File: config.mk
export PLATFORM = sky130hd
export DESIGN_NAME = met_seq
export DESIGN_NICKNAME = d
export VERILOG_FILES = /design/src/hw/rtl/met_pkg.sv /design/src/hw/rtl/met_seq.sv
export SDC_FILE = /design/constraint.sdc
export NUM_CORES = 1
export LEC_CHECK = 0
export BUFFER_PORTS_ARGS = -buffer_cell sky130_fd_sc_hd__buf_4
export CAP_MARGIN = 20
export CORE_UTILIZATION = 62
export CTS_BUF_LIST = sky130_fd_sc_hd__clkbuf_8
export CTS_CLUSTER_SIZE = 16
export DETAILED_ROUTE_END_ITERATION = 12
export HOLD_SLACK_MARGIN = 0.1
export PLACE_DENSITY = 0.94
export SYNTH_ARGS = -nofsm -noshare
export SYNTH_HDL_FRONTEND = slang
export SYNTH_SLANG_ARGS = --single-unit
File: constraint.sdc
create_clock -name clk -period 6.8 [get_ports clk]
set_clock_uncertainty 0.2 [all_clocks]
set_input_delay 0.34 -clock clk [delete_from_list [all_inputs] [get_ports clk]]
set_output_delay 0.34 -clock clk [all_outputs]
set_load 0.05 [all_outputs]
File: src/hw/rtl/met_pkg.sv
// met_pkg: types, constants and control structs for the escape-time block
// no dependencies; imported by every module of the block

package met_pkg;

  localparam int ITER_CAP   = 256;
  localparam int FRAC_BITS  = 28;
  localparam int GRAY_SCALE = 255;

  // |z| stays below 2^31 + 2^(FRAC_BITS+2) while no escape has been seen
  localparam int MAG_W = (((FRAC_BITS + 3) > 31) ? (FRAC_BITS + 3) : 31) + 1;
  localparam int Z_W   = MAG_W + 1;
  localparam int PR_W  = 2 * MAG_W;
  localparam int SQ_W  = PR_W - FRAC_BITS;
  localparam int XT_W  = SQ_W + 1;
  localparam int SUM_W = XT_W + 2;

  localparam int CNT_W = $clog2(ITER_CAP + 1);
  localparam int IDX_W = (ITER_CAP > 1) ? $clog2(ITER_CAP) : 1;
  localparam int GP_W  = CNT_W + 8;

  localparam logic [SQ_W:0] ESC_LIMIT = (SQ_W + 1)'(4) << FRAC_BITS;

  typedef struct packed {
    logic signed [31:0] c_real;
    logic signed [31:0] c_imag;
  } met_in_t;

  typedef struct packed {
    logic [8:0] iter_count;
    logic       inside_set;
    logic [7:0] gray;
  } met_out_t;

  typedef struct packed {
    logic load;
    logic mul_en;
    logic upd;
  } met_ctrl_t;

  typedef struct packed {
    logic escaped;
  } met_stat_t;

endpackage

File: src/hw/rtl/met_seq.sv
// met_seq: sequencer, iteration counter, gray mapping and result register
// depends on met_pkg; steers met_iter

module met_seq import met_pkg::*; (
  input  logic      clk,
  input  logic      rst_n,
  input  logic      in_valid,
  output logic      in_ready,
  input  met_stat_t stat,
  output met_ctrl_t ctrl,
  output logic      out_valid,
  input  logic      out_ready,
  output met_out_t  out_data
);

  typedef enum logic [2:0] {
    S_IDLE = 3'b001,
    S_MUL  = 3'b010,
    S_CHK  = 3'b100
  } met_state_t;

  met_state_t       state_r, state_nxt;
  logic [IDX_W-1:0] idx_r, idx_nxt;
  logic             out_valid_r, out_valid_nxt;
  met_out_t         out_data_r, out_data_nxt;

  logic             done;
  logic             in_set;
  logic [CNT_W-1:0] cnt;
  logic [GP_W-1:0]  gp;

  always_comb begin
    state_nxt     = state_r;
    idx_nxt       = idx_r;
    out_valid_nxt = out_valid_r && !out_ready;
    out_data_nxt  = out_data_r;
    ctrl          = '0;

    done   = stat.escaped || (idx_r == IDX_W'(ITER_CAP - 1));
    in_set = !stat.escaped;
    cnt    = stat.escaped ? CNT_W'(idx_r) : CNT_W'(ITER_CAP);
    gp     = GP_W'(cnt) * GP_W'(GRAY_SCALE);

    case (state_r)
      S_IDLE: begin
        if (in_valid) begin
          ctrl.load = 1'b1;
          idx_nxt   = '0;
          state_nxt = S_MUL;
        end
      end
      S_MUL: begin
        ctrl.mul_en = 1'b1;
        state_nxt   = S_CHK;
      end
      S_CHK: begin
        if (done) begin
          // hold until the result register is free
          if (!out_valid_nxt) begin
            out_valid_nxt           = 1'b1;
            out_data_nxt.iter_count = 9'(cnt);
            out_data_nxt.inside_set = in_set;
            out_data_nxt.gray       = in_set ? 8'd0 : 8'(gp / GP_W'(ITER_CAP));
            state_nxt               = S_IDLE;
          end
        end else begin
          ctrl.upd  = 1'b1;
          idx_nxt   = IDX_W'(idx_r + 1'b1);
          state_nxt = S_MUL;
        end
      end
      default: begin
        state_nxt = S_IDLE;
      end
    endcase
  end

  always_ff @(posedge clk) begin
    if (!rst_n) begin
      state_r     <= S_IDLE;
      out_valid_r <= 1'b0;
    end else begin
      state_r     <= state_nxt;
      out_valid_r <= out_valid_nxt;
    end
    idx_r      <= idx_nxt;
    out_data_r <= out_data_nxt;
  end

  assign in_ready  = (state_r == S_IDLE);
  assign out_valid = out_valid_r;
  assign out_data  = out_data_r;

endmodule

### Yosys cells after proc, flatten, opt, wreduce, memory -nomap -nowiden

Cells that the tools add are included.

| storage, ports and cells | value |
|---|---|
| logic and storage cells | 39 |
| output and inout port bits | 23 |
| register bits | 30 |
| input bits | 5 |

| cells by class | value |
|---|---|
| bitwise logic cells | 1 |
| eq/ne operators | 7 |
| add/subtract/negate cells | 1 |
| $mul | 1 |
| multiplexer cells | 15 |
| reductions and logical operators | 8 |

Operators by type and width:

| operator | count |
|---|---|
| $mul A9 B8 Y16 const B | 1 |
| $mux W8 | 2 |
| $pmux W8 S2 | 1 |
| $mux W3 | 3 |
| $mux W9 | 1 |
| $pmux W3 S3 | 1 |
| $add A8 B1 Y8 const B | 1 |
| $eq A8 B8 Y1 const B | 1 |
| $mux W1 | 7 |
| $reduce_and A3 Y1 | 2 |
| $ne A2 B2 Y1 const B | 2 |
| $eq A3 B1 Y1 const B | 1 |
| $eq A3 B2 Y1 const B | 1 |
| $eq A3 B3 Y1 const B | 1 |
| $ne A3 B3 Y1 const B | 1 |
| $logic_not A1 Y1 | 2 |
| $reduce_and A2 Y1 | 1 |
| $reduce_bool A2 Y1 | 1 |
| $logic_and A1 B1 Y1 | 1 |
| $logic_or A1 B1 Y1 | 1 |
| $not A1 Y1 | 1 |

### Longest topological paths before layout

| depth | value |
|---|---|
| depth in word-level cells | 5 |
| depth in mapped cells | 19 |
| mapped depth without buffers | 17 |

### Least setup slack after synthesis

No wires, ideal clock.

| path | value |
|---|---|
| path type | input-to-reg |
| start | input port stat |
| end | register out_data_r, in the netlist out_data[7] (data pin) |
| data arrival time | 4.379 ns |
| library setup time | 0.267 ns |
| path buffers | 2 |
| stages | 16 |
| required time | 6.333 ns |
| setup slack | 1.954 ns |
| path through | buf_6 > clkbuf_1 > nand2_1 > inv_1 > fa_1 > fa_1 > fa_1 > inv_1 > fa_1 > inv_1 > ha_1 > a21oi_2 > o21ai_0 > a221oi_1 > nand3_1 > nor3b_1 |

| between the ends | value |
|---|---|
| word-level cells in the longest chain between the ends | 2 |

RTL lines:

| what | line | text |
|---|---|---|
| from (decl) | met_seq.sv:9 | `input met_stat_t stat,` |
| $mux W9 | met_seq.sv:41 | `cnt = stat.escaped ? CNT_W'(idx_r) : CNT_W'(ITER_CAP);` |
| net cnt[5] | met_seq.sv:29 | `logic [CNT_W-1:0] cnt;` |
| $mul A9 B8 Y16 | met_seq.sv:42 | `gp = GP_W'(cnt) * GP_W'(GRAY_SCALE);` |
| to (signal assigned) | met_seq.sv:87 | `out_data_r <= out_data_nxt;` |
| to (decl) | met_seq.sv:25 | `met_out_t out_data_r, out_data_nxt;` |

The timed path passes the listed nets, and every way through them passes these cells.
A chain may end at the register's enable or synchronous reset.

### Worst setup path after layout

| path | value |
|---|---|
| start | register idx_r[5] |
| end | register out_data_r, in the netlist out_data[7] (data pin) |

| between the ends | value |
|---|---|
| word-level cells in the longest chain between the ends | 2 |

RTL lines:

| what | line | text |
|---|---|---|
| from (decl) | met_seq.sv:23 | `logic [IDX_W-1:0] idx_r, idx_nxt;` |
| from (signal assigned) | met_seq.sv:86 | `idx_r <= idx_nxt;` |
| $mux W9 | met_seq.sv:41 |  |
| net cnt[5] | met_seq.sv:29 |  |
| $mul A9 B8 Y16 | met_seq.sv:42 |  |

The timed path passes the listed nets, and every way through them passes these cells.

==> summary.txt <==
Layout
  – Most common cell after layout, fill and taps aside: inv_1
  – ANT cells: 0
  – Finished Cell Area: ~3200 um2
  – Synth-to-Final Area Change: 11.4%
  – Fraction of layout cells with a size suffix above 1: 0.139
  – Most frequent cells in the layout: inv_1, fa_1, ha_1
  – Nets: 381

Detailed routing
  – First-pass iteration count of the detailed router: 4
  – DRC: 0
  – Vias after detailed routing: 2087
  – Final ANT Viol Nets: 0
  – Aggregate routed wire length: 5730 um
  – Drt wl/cell: approximately 16 um
  – Vias per std cell: 5.66
  – 1st-iter DRT viols: 190

Synth
  – Register area share after synthesis: 0.289
  – Synth Cell Area: ~2900 um2
  – XOR/XNOR Fraction of Synth Area: 0.0396
  – Net count after synthesis: 351
  – Main combinational cell family by area after synthesis: adder cells
  – Synth warn: 0
  – Mean Syn Cell Area: between 10 and 15 um2
  – Synth Area in Adders: 0.339
  – Synth Area in Simple Gates: 0.139
  – Synth Instances: 286
  – Yosys reg bits: 29
  – Mux cell area share after synthesis: 0.00696
  – Synth Area in Compound Gates: 0.0944
  – Cell variety after synth: 46

Floorplanning
  – # rows: 24
  – Ports: 28
  – Die Y: ~70 um
  – Chip width: 70.1 um
  – Core area: 4410 um2
  – Die area: 4910 um2
  – Starting Density: 0.651

Clocking
  – CTS tree: done
  – Clock Tree Root: clkbuf_8
  – Clk Latency, worst-skew pair: 0.29 ns
  – Sink Count: 29
  – CTS resizes: 0
  – Clock Path Buffers: 2
  – Clk slew on worst S/H paths: 0.07 ns
  – Clock H-tree levels: 2
  – Total CTS buffers: 5

Global routing
  – Most Used Layer, Global Route: met2
  – First-pass GRT wire length: 9580 um
  – Met2 GRT Util: 0.400
  – Gr usage total: 0.255
  – Vias in the first global route: just over 2000
  – Pin count of the biggest net entering global routing: 20
  – Overflow after GRT: 0
  – GR Util met1: 0.354
  – Initial antenna violation count: 0
  – Met3 Use GR: 0.0404

Power and ir drop
  – Static Leakage: between 1.5 and 2 nW
  – PwrDens: 263 nW/um2
  – Switch share: 0.438
  – Sequential share of power: 0.254
  – Clk network pwr share: 0.164
  – Sw power: 370 uW
  – Combinational share of power: 0.582
  – Cell Int Power: 474 uW
  – Max VDD drop: 0.192 mV

Timing
  – Worst slew pin tran: between 0.8 and 0.9 ns
  – Final hold violation count: 0
  – RSZ-0062 raised after global routing: false
  – Post-layout minimum cycle time: around 5 ns
  – Slew headroom: 0.464
  – # setup viols final: 0
  – Fmax achieved: 200 MHz
  – TNS Setup: 0 ns
  – Tcrit/Tclk final: 0.735
  – Slew Viols, Final: 0

Placement
  – PortBufs: 27
  – DPL Wire Length: around 4500 um
  – DP Area: 3110 um2
  – Gpl congestion: 0.944

Worst setup path
  – Cell Chain, Critical Path: nand2_1 > inv_1 > fa_1 > fa_1 > fa_1 > inv_1 > fa_1 > inv_1 > ha_1 > a21oi_2 > o21ai_0 > a221oi_1 > nand3_1 > nor3b_1
  – Max FO, Critical Path: 5
  – Startpoint Class: flop
  – CP peak stage delay: 0.57 ns
  – Critical Path Most Common Cell: fa_1
  – Worst EP required: 6.63 ns
  – CP endpoint kind: flop
  – Slowest cell on the critical path: fa_1
  – CP Data Arrival Time: 4.83 ns
  – Worst Setup Path Type: flop to flop

Hold path
  – Min-Delay Path Class: input port to flop

Run status
  – Status: complete, no violations

Run
  – MaxCap Viol Count: 0
==> cells in the mapped netlist (all sizes together) <==
cell type / number / area (um2)
o21bai: 2 / 15.0
dfxtp: 4 / 80.1
o21ai: 8 / 51.3
nand2: 19 / 71.3
a21o: 2 / 15.0
edfxtp: 25 / 751
xor2: 5 / 43.8
a221oi: 1 / 8.76
or3: 1 / 6.26
nor3b: 2 / 15.0
a21oi: 9 / 60.1
conb: 1 / 3.75
a211oi: 3 / 22.5
nand3: 6 / 30.0
nand4b: 1 / 8.76
a21boi: 1 / 7.51
or2: 1 / 6.26
nand2b: 6 / 37.5
nor3: 3 / 15.0
or2b: 2 / 15.0
o21a: 1 / 7.51
ha: 30 / 375
and2: 5 / 31.3
nor2: 21 / 78.8
and3: 8 / 60.1
nor2b: 3 / 18.8
a31o: 2 / 17.5
buf: 4 / 31.3
a31oi: 3 / 18.8
o31ai: 1 / 7.51
xnor2: 8 / 70.1
clkbuf: 2 / 7.51
clkinv: 1 / 3.75
o211ai: 3 / 22.5
a41oi: 2 / 17.5
nor4: 1 / 6.26
mux2i: 2 / 20.0
fa: 30 / 601
inv: 57 / 216
==> flip-flops by register name, summed over array words and instances, names as in the netlist <==
| signal | flops |
|---|---|
| out_data | 17 |
| state_r | 3 |
| out_valid | 1 |
| idx_r | 8 |
==> critical path, delay by kind of cell (launching register included) <==
kind | cells | cell delay [ns]
flip-flops | 1 | 0.46
buffers and inverters | 3 | 0.25
AO/OA/AOI/OAI | 3 | 0.78
adder cells (fa/ha/maj) | 5 | 2.53
AND/OR/NAND/NOR | 3 | 0.52
==> layout make-up <==
| cell class | instances | area, um2 |
|---|---|---|
| Inverter | 58 | 220 |
| Multi-Input combinational cell | 193 | 1790 |
| Clock inverter | 3 | 13.8 |
| Fill cell | 300 | 1210 |
| Sequential cell | 29 | 831 |
| Tap cell | 52 | 65.1 |
| Timing Repair Buffer | 29 | 220 |
| Clock buffer | 5 | 68.8 |
==> logic make-up (layout without fill, tap and decap cells) <==
kind of cell,Yosys count,after routing
DFF,29,29
xor gates and xnor gates,13,13
AOI/OAI and AO/OA,38,38
muxes,2,2
other,1,1
buffers and inverters,64,95
adders and majority gates,60,60
and+or+nand+nor,79,79
==> power by group through the flow <==
stage	clock network (mW)	logic (mW)	registers (mW)
2_1_floorplan	0	0.384	0.216
3_3_place_gp	0	0.457	0.217
3_5_place_dp	0	0.481	0.218
4_1_cts	0.137	0.486	0.214
5_1_grt	0.145	0.557	0.215
6_report	0.138	0.492	0.214
==> per-stage QoR <==
step | power, mW | setup WS [ns] | hold slack [ns] | utilization | std cells
2_1_floorplan | 0.599 | 1.95 | 0.229 | - | 286
3_3_place_gp | 0.675 | 1.79 | 0.268 | 0.705 | 360
3_5_place_dp | 0.698 | 1.61 | 0.278 | 0.705 | 360
4_1_cts | 0.836 | 1.82 | 0.128 | 0.726 | 369
5_1_grt | 0.917 | 1.54 | 0.139 | 0.726 | 369
6_report | 0.844 | 1.80 | 0.129 | 0.726 | 369
==> timing repair <==
action	CTS	global route
setup endpoints to repair	0	0
setup buffers	0	0
endpoints found under the hold margin	2	0
hold buffers	1	0
==> path summary, 6_finish.rpt <==
| check | from | endpoint | slack [ns] | depth (start not counted) |
|---|---|---|---|---|
| worst max register to register | idx_r[5]$_SDFFCE_PN0P_ | out_data[7]$_SDFFCE_PN0P_ | 1.80 | 14 |
| worst min register to register | out_valid$_SDFF_PN0_ | out_valid$_SDFF_PN0_ | 0.29 | 2 |
| worst min-delay path | out_ready | out_valid$_SDFF_PN0_ | 0.13 | 3 |
| worst max-delay path | idx_r[5]$_SDFFCE_PN0P_ | out_data[7]$_SDFFCE_PN0P_ | 1.80 | 14 |
==> layer usage <==
layer / share of wire / routed length, um / vias to the layer above
met5: 0 / 0 / -
met4: 0.026 / 148 / 0
met3: 0.058 / 334 / 17
met2: 0.49 / 2800 / 84
met1: 0.43 / 2450 / 981
li1: - / - / 1005
Power figures use the tool's default switching activity.
